$ cat src/sv/dns_name_label_encoder_top_defines.svh
// ----------------------------------------------------------------------------
// dns_name_label_encoder_top_defines.svh
// Assertion macros used by the label encoder datapath.
// ----------------------------------------------------------------------------
`ifndef DNS_NAME_LABEL_ENCODER_TOP_DEFINES_SVH
`define DNS_NAME_LABEL_ENCODER_TOP_DEFINES_SVH

// Same-cycle implication, checked outside reset.
`define DNSLE_ASSERT_NOW(label, ante, cons, msg) \
  label: assert property (@(posedge clk) disable iff (!rst_n) (ante) |-> (cons)) \
    else $error(msg);

// Next-cycle implication, checked outside reset.
`define DNSLE_ASSERT_NEXT(label, ante, cons, msg) \
  label: assert property (@(posedge clk) disable iff (!rst_n) (ante) |=> (cons)) \
    else $error(msg);

`endif

$ cat src/sv/dnsle_pkg.sv
`timescale 1ns / 1ps
// ----------------------------------------------------------------------------
// dnsle_pkg
// Types and constants of the DNS name label encoder.
// ----------------------------------------------------------------------------
package dnsle_pkg;

  localparam int unsigned STORE_DEPTH = 63;
  localparam int unsigned CNT_W       = 6;
  localparam int unsigned CHAR_W      = 8;

  localparam logic [CHAR_W-1:0] DOT_CODE = 8'h2E;
  localparam logic [CHAR_W-1:0] NUL_CODE = 8'h00;
  localparam logic              KIND_END = 1'b1;

  // Commands from the controller to the datapath
  typedef struct packed {
    logic wr_char;     // buffer an ordinary character
    logic start_emit;  // latch end flag, fetch first stored byte
    logic load_len;    // load length word into output register
    logic load_byte;   // load stored byte into output register
    logic clear_label; // label finished, reset count and overflow
  } cmd_t;

  // Status from the datapath to the controller
  typedef struct packed {
    logic is_delim;   // incoming item ends a label
    logic slot_free;  // output register can take a word
    logic count_zero; // label is empty
    logic byte_last;  // current byte is the last of the label
  } sts_t;

endpackage

$ cat src/sv/dnsle_ram.sv
`timescale 1ns / 1ps
// ----------------------------------------------------------------------------
// dnsle_ram
// Simple dual-port RAM, one write and one registered read port.
// ----------------------------------------------------------------------------
module dnsle_ram #(
  parameter int unsigned WIDTH = 8,
  parameter int unsigned DEPTH = 63
) (
  input  logic                     clk,
  input  logic                     we,
  input  logic [$clog2(DEPTH)-1:0] waddr,
  input  logic [WIDTH-1:0]         wdata,
  input  logic                     re,
  input  logic [$clog2(DEPTH)-1:0] raddr,
  output logic [WIDTH-1:0]         rdata
);

  logic [WIDTH-1:0] mem [DEPTH];
  logic [WIDTH-1:0] rdata_r;

  always_ff @(posedge clk) begin
    if (we) begin
      mem[waddr] <= wdata;
    end
    if (re) begin
      rdata_r <= mem[raddr];
    end
  end

  assign rdata = rdata_r;

endmodule

$ cat src/sv/dnsle_dp.sv
`timescale 1ns / 1ps
// ----------------------------------------------------------------------------
// dnsle_dp
// Datapath: label store, count, overflow flag and output register.
// ----------------------------------------------------------------------------
`include "dns_name_label_encoder_top_defines.svh"

module dnsle_dp #(
  parameter int unsigned LIMIT = 63
) (
  input  logic                                clk,
  input  logic                                rst_n,
  input  dnsle_pkg::cmd_t                     cmd,
  output dnsle_pkg::sts_t                     sts,
  input  logic                                in_kind,
  input  logic [dnsle_pkg::CHAR_W-1:0]        in_char,
  input  logic                                out_tready,
  output logic                                out_tvalid,
  output logic [dnsle_pkg::CHAR_W-1:0]        out_byte,
  output logic                                out_last,
  output logic                                out_root,
  output logic                                out_ovf
);

  import dnsle_pkg::*;

  localparam logic [CNT_W-1:0] LIMIT_C = CNT_W'(LIMIT);

  logic [CNT_W-1:0]  count_r, count_nxt;
  logic              ovf_r, ovf_nxt;
  logic              at_end_r, at_end_nxt;
  logic [CNT_W-1:0]  idx_r, idx_nxt;
  logic              ovalid_r, ovalid_nxt;
  logic [CHAR_W-1:0] obyte_r, obyte_nxt;
  logic              olast_r, olast_nxt;
  logic              oroot_r, oroot_nxt;
  logic              oovf_r, oovf_nxt;

  logic              ram_we, ram_re;
  logic [CNT_W-1:0]  ram_raddr;
  logic [CHAR_W-1:0] ram_rdata;
  logic              room;
  logic              is_end;

  assign is_end         = (in_kind == KIND_END) || (in_char == NUL_CODE);
  assign sts.is_delim   = is_end || (in_char == DOT_CODE);
  assign sts.slot_free  = !ovalid_r || out_tready;
  assign sts.count_zero = (count_r == '0);
  assign sts.byte_last  = ((idx_r + CNT_W'(1)) == count_r);

  assign room      = (count_r < LIMIT_C);
  assign ram_we    = cmd.wr_char && room;
  // first byte on entry, then prefetch the next one as each byte leaves
  assign ram_re    = cmd.start_emit || (cmd.load_byte && !sts.byte_last);
  assign ram_raddr = cmd.start_emit ? '0 : idx_r + CNT_W'(1);

  dnsle_ram #(
    .WIDTH (CHAR_W),
    .DEPTH (STORE_DEPTH)
  ) u_store (
    .clk   (clk),
    .we    (ram_we),
    .waddr (count_r),
    .wdata (in_char),
    .re    (ram_re),
    .raddr (ram_raddr),
    .rdata (ram_rdata)
  );

  always_comb begin
    count_nxt  = count_r;
    ovf_nxt    = ovf_r;
    at_end_nxt = at_end_r;
    idx_nxt    = idx_r;
    ovalid_nxt = ovalid_r && !out_tready;
    obyte_nxt  = obyte_r;
    olast_nxt  = olast_r;
    oroot_nxt  = oroot_r;
    oovf_nxt   = oovf_r;
    if (cmd.wr_char) begin
      if (room) begin
        count_nxt = count_r + CNT_W'(1);
      end else begin
        ovf_nxt = 1'b1;
      end
    end
    if (cmd.start_emit) begin
      at_end_nxt = is_end;
      idx_nxt    = '0;
    end
    if (cmd.load_len) begin
      ovalid_nxt = 1'b1;
      obyte_nxt  = CHAR_W'(count_r);
      olast_nxt  = sts.count_zero;
      oroot_nxt  = at_end_r && sts.count_zero;
      oovf_nxt   = ovf_r;
    end
    if (cmd.load_byte) begin
      ovalid_nxt = 1'b1;
      obyte_nxt  = ram_rdata;
      olast_nxt  = sts.byte_last;
      oroot_nxt  = at_end_r && sts.byte_last;
      oovf_nxt   = ovf_r;
      idx_nxt    = idx_r + CNT_W'(1);
    end
    if (cmd.clear_label) begin
      count_nxt = '0;
      ovf_nxt   = 1'b0;
    end
  end

  always_ff @(posedge clk) begin
    if (!rst_n) begin
      count_r  <= '0;
      ovf_r    <= 1'b0;
      ovalid_r <= 1'b0;
    end else begin
      count_r  <= count_nxt;
      ovf_r    <= ovf_nxt;
      ovalid_r <= ovalid_nxt;
    end
  end

  always_ff @(posedge clk) begin
    at_end_r <= at_end_nxt;
    idx_r    <= idx_nxt;
    obyte_r  <= obyte_nxt;
    olast_r  <= olast_nxt;
    oroot_r  <= oroot_nxt;
    oovf_r   <= oovf_nxt;
  end

  assign out_tvalid = ovalid_r;
  assign out_byte   = obyte_r;
  assign out_last   = olast_r;
  assign out_root   = oroot_r;
  assign out_ovf    = oovf_r;

  `DNSLE_ASSERT_NOW(a_count_bound, 1'b1, count_r <= LIMIT_C, "label count beyond limit")
  `DNSLE_ASSERT_NOW(a_ovf_full, ovf_r, count_r == LIMIT_C, "overflow set on a label not full")
  `DNSLE_ASSERT_NOW(a_load_free, cmd.load_len || cmd.load_byte, sts.slot_free,
                    "output register overwritten while held")
  `DNSLE_ASSERT_NEXT(a_clear_done, cmd.clear_label, count_r == '0 && !ovf_r,
                     "label state not cleared after emission")

endmodule

$ cat src/sv/dnsle_ctrl.sv
`timescale 1ns / 1ps
// ----------------------------------------------------------------------------
// dnsle_ctrl
// Controller: accepts items, sequences length word and label bytes.
// ----------------------------------------------------------------------------
module dnsle_ctrl (
  input  logic            clk,
  input  logic            rst_n,
  input  logic            in_tvalid,
  output logic            in_tready,
  input  dnsle_pkg::sts_t sts,
  output dnsle_pkg::cmd_t cmd
);

  import dnsle_pkg::*;

  localparam logic [1:0] S_IDLE = 2'd0;
  localparam logic [1:0] S_LEN  = 2'd1;
  localparam logic [1:0] S_BYTE = 2'd2;

  logic [1:0] state_r, state_nxt;

  always_comb begin
    state_nxt = state_r;
    cmd       = '0;
    in_tready = 1'b0;
    case (state_r)
      S_IDLE: begin
        in_tready = 1'b1;
        if (in_tvalid) begin
          if (sts.is_delim) begin
            cmd.start_emit = 1'b1;
            state_nxt      = S_LEN;
          end else begin
            cmd.wr_char = 1'b1;
          end
        end
      end
      S_LEN: begin
        if (sts.slot_free) begin
          cmd.load_len = 1'b1;
          if (sts.count_zero) begin
            cmd.clear_label = 1'b1;
            state_nxt       = S_IDLE;
          end else begin
            state_nxt = S_BYTE;
          end
        end
      end
      S_BYTE: begin
        if (sts.slot_free) begin
          cmd.load_byte = 1'b1;
          if (sts.byte_last) begin
            cmd.clear_label = 1'b1;
            state_nxt       = S_IDLE;
          end
        end
      end
      default: begin
        state_nxt = S_IDLE;
      end
    endcase
  end

  always_ff @(posedge clk) begin
    if (!rst_n) begin
      state_r <= S_IDLE;
    end else begin
      state_r <= state_nxt;
    end
  end

endmodule

$ cat src/sv/dns_name_label_encoder_top.sv
// Input: an ordinary character is taken and gives no word; a dot or end of name moves
//   the controller to S_LEN, which loads the length word once the output register is free.
// Output: a label's length word and bytes leave one word a cycle while out_tready is high,
//   set by the single output register and store read port; no new item is taken until the label is emitted.
// Reset: synchronous, active low; clears count, overflow, state and output valid.
`timescale 1ns / 1ps
// ----------------------------------------------------------------------------
// dns_name_label_encoder_top
// Encodes a dotted host name into DNS wire form, one label at a time.
// ----------------------------------------------------------------------------
module dns_name_label_encoder_top #(
  parameter int unsigned MAX_LABEL = 63
) (
  input  logic       clk,
  input  logic       rst_n,
  // input words: one name character or an end marker
  input  logic       in_tvalid,
  output logic       in_tready,
  input  logic [7:0] in_tdata,   // [7:0] char_code
  input  logic       in_tuser,   // [0] kind (1 = end of name)
  // output words: length byte or label byte
  output logic       out_tvalid,
  input  logic       out_tready,
  output logic [7:0] out_tdata,  // [7:0] out_byte
  output logic       out_tlast,  // run_last
  output logic [1:0] out_tuser   // [0] root_zero_follows, [1] label_overflow
);

  import dnsle_pkg::*;

  // clamp the label limit to the store depth, and to at least one character
  localparam int unsigned LIMIT = (MAX_LABEL > STORE_DEPTH) ? STORE_DEPTH :
                                  (MAX_LABEL < 1) ? 1 : MAX_LABEL;

  cmd_t cmd;
  sts_t sts;

  // controller: accept items, step through length word and stored bytes
  dnsle_ctrl u_ctrl (
    .clk       (clk),
    .rst_n     (rst_n),
    .in_tvalid (in_tvalid),
    .in_tready (in_tready),
    .sts       (sts),
    .cmd       (cmd)
  );

  // datapath: hold the label, drive the output register
  dnsle_dp #(
    .LIMIT (LIMIT)
  ) u_dp (
    .clk        (clk),
    .rst_n      (rst_n),
    .cmd        (cmd),
    .sts        (sts),
    .in_kind    (in_tuser),
    .in_char    (in_tdata),
    .out_tready (out_tready),
    .out_tvalid (out_tvalid),
    .out_byte   (out_tdata),
    .out_last   (out_tlast),
    .out_root   (out_tuser[0]),
    .out_ovf    (out_tuser[1])
  );

endmodule
$ cat config.mk
export PLATFORM = sky130hd
export DESIGN_NAME = dns_name_label_encoder_top
export DESIGN_NICKNAME = d
export VERILOG_FILES = /design/src/sv/dnsle_pkg.sv /design/src/sv/dnsle_ram.sv /design/src/sv/dnsle_dp.sv /design/src/sv/dnsle_ctrl.sv /design/src/sv/dns_name_label_encoder_top.sv
export VERILOG_INCLUDE_DIRS = /design/src /design/src/sv
export SDC_FILE = /design/constraint.sdc
export NUM_CORES = 1
export LEC_CHECK = 0
export BUFFER_PORTS_ARGS = -buffer_cell sky130_fd_sc_hd__buf_2
export CAP_MARGIN = 15
export CORE_MARGIN = 5
export CORE_UTILIZATION = 30
export CTS_BUF_LIST = sky130_fd_sc_hd__clkbuf_4
export DETAILED_ROUTE_END_ITERATION = 16
export PLACE_DENSITY_LB_ADDON = 0.2
export REMOVE_ABC_BUFFERS = 1
export SYNTH_ARGS = -nofsm -noshare
export SYNTH_HDL_FRONTEND = slang
export SYNTH_SLANG_ARGS = --single-unit
$ cat constraint.sdc
create_clock -name clk -period 3.95 [get_ports clk]
set_input_delay 0.1975 -clock clk [delete_from_list [all_inputs] [get_ports clk]]
set_output_delay 0.1975 -clock clk [all_outputs]
set_load 0.01 [all_outputs]
==> results.tsv <==
metric	value	unit
status	completed	
synthArstFlopShare	0	
synth_edf_count	530	
worst_pin_slew	1.05	ns
pwr_density_cell	478	nW/um2
skew	0.0487	ns
drtAntennaViolNets	0	
drive_gt1_frac	0.251	
holdWs	0.0614	ns
cellInternalPower	9.33	mW
nFillCells	7202	
syn-mean-instance-area	15.7	um2
cts_setup_buffers	0	
final_common_cell	edfxtp_1	
crit_fanout	55	
ys_ff_latch	540	
placed_cells	2407	
clockBufferDepth	3	
timing.final.ws_setup	0.292	ns
final_util	0.350	
finalHoldViolations	0	
finalSetupViolCount	0	
die_w	283	um
syn_area	22400	um2
final_cells	2679	
dr.first_iter.drc_count	1437	
die_area	80100	um2
worstSetupEndpointType	flip-flop	
ios	26	
firstDrtPassIters	5	
synth-seq-area-share	0.720	
finalCriticalPeriod	3.66	ns
p_sw	3.09	mW
relSlewSlack	0.300	
cts_sinks	540	
cts_tree	yes	
cap_violations	0	
wl_met2	33.2	mm
totalPowerFinal	12.4	mW
p_leak	8.56	nW
cts-root-buf	clkbuf_4	
path_clk_slew	0.07	ns
h-tree-depth	4	
area_growth	16.1	%
ys.flop_type	edfxtp_1	
fin_area	26000	um2
avgRoutedWirePerCell	27.4	um
grt_use_total	0.180	
ctsHoldBuffers	14	
antenna_found_initial	2	
synthDistinctLibCells	86	
critPathLaunchType	flip-flop	
min_path_type	in -> reg	
layout_common_cells	edfxtp_1 (530), clkbuf_4 (214), nor2_1 (126)	
initial_utilization	0.302	
cts_buffers	148	
critPathBufInv	2	
core	74200	um2
dpl.hpwl	47.2	mm
routed_via_density	5.29	
port_buffers	25	
ir_drop	0.190	mV
rows	100	
top_layer	met4	
synth_warnings	0	
power_frac_seq	0.510	
grt_pass1_vias	14100	
die_h	283	um
post_cts_resized	0	
crit_chain	ha_2, xor2_4, buf_12, xnor2_1, nand3_1, nor4b_4, o211ai_1, or3b_1, a21boi_1, dlygate4sd3_1	
rsz0062_at_grt	false	
maxSlewViolCount	0	
fin_setup_tns	0	ns
sw_frac_of_total	0.249	
power_frac_comb	0.085	
place_ws	0.289	ns
met3_length	6.31	mm
m1WireLength	32.2	mm
path_class	reg -> reg	
syn_inst	1423	
drcViolationCount	0	
grt_max_degree	78	
path_delay_family	simple AND/OR/NAND/NOR gates	
nets	1621	
grt_first_pass_wirelength	104	mm
clock_latency	0.99	ns
crit_arrival	4.59	ns
vias	14200	
max_stage_delay	0.57	ns
timing.final.crit_share	0.926	
fmax	273	MHz
cp.required	4.88	ns
slowest_stage	edfxtp_1	
grt-ovfl-total	0	
dpl_cell_area	24000	um2
wl	73.5	mm
clock_power_share	0.404	
place.gp.congestion	0.944	
[cell usage after synthesis (all sizes together), types with 11 or more instances]
cell       n  area [um2]
and2      11        68.8
a211oi    35         263
inv       11        41.3
and3      16         100
nor3      13        86.3
a31oi     16         100
a221oi    18         158
nand3     26         135
buf       58         334
nand2    104         398
nor2     131         502
o22ai     11        68.8
edfxtp   530       15900
mux4      36         811
mux2      27         304
a2111oi   11         103
o21ai     47         235
a21oi     41         205
mux2i     75         751
o31ai     16         120
clkbuf    34         128
[sequential cells by signal, summed over array words and instances (netlist names), 2 cells and up]
name	count
u_dp.idx_r	6
u_dp.u_store.mem	504
u_dp.count_r	6
u_ctrl.state_r	2
u_dp.u_store.rdata	8
u_dp.out_byte	8
[power groups by stage]
stage,clock network (mW),logic (mW),registers [mW]
2_1_floorplan,0,0.498,6.48
5_1_grt,5.49,1.12,6.34
4_1_cts,5.17,1.06,6.34
3_3_place_gp,0,1.04,6.47
6_report,5.02,1.06,6.34
3_5_place_dp,0,1.04,6.47
[routing by layer]
layer  vias up  global-route usage
met4         0              0.0599
met2       727               0.271
met1      7225               0.254
met5         -                   0
met3       125              0.0472
li1       6103                   -
[worst paths after layout]
path	endpoint	slack [ns]	from	cells after the start
worst max register to register	u_ctrl.state_r[1]	0.29	u_dp.idx_r[0]	10
worst max-delay path	u_ctrl.state_r[1]	0.29	u_dp.idx_r[0]	10
worst min register to register	u_dp.out_ovf	0.45	u_dp.ovf_r	0
worst min-delay path	u_dp.u_store.mem[36][4]	0.06	in_tdata[4]	2
[cell families after synthesis]
kind of cell,share of synthesized area
AND/OR/NAND/NOR,0.0705
multiplexers,0.0834
adder cells (fa/ha/maj),0.00336
AO/OA/AOI/OAI,0.0924
buffers and inverters,0.0225
XOR/XNOR,0.00755
flip-flops,0.720
[final cells by class]
type / count / area [um2] / area share
clock buffer: 214 / 1610 / 0.0619
multi-input combinational: 780 / 5790 / 0.223
sequential: 540 / 16100 / 0.620
timing repair buffer: 121 / 935 / 0.0360
inverter: 11 / 41.3 / 0.00159
tap: 969 / 1210 / 0.0467
antenna: 4 / 10.0 / 0.000385
clock inverter: 40 / 263 / 0.0101
Power figures use the tool's default switching activity.
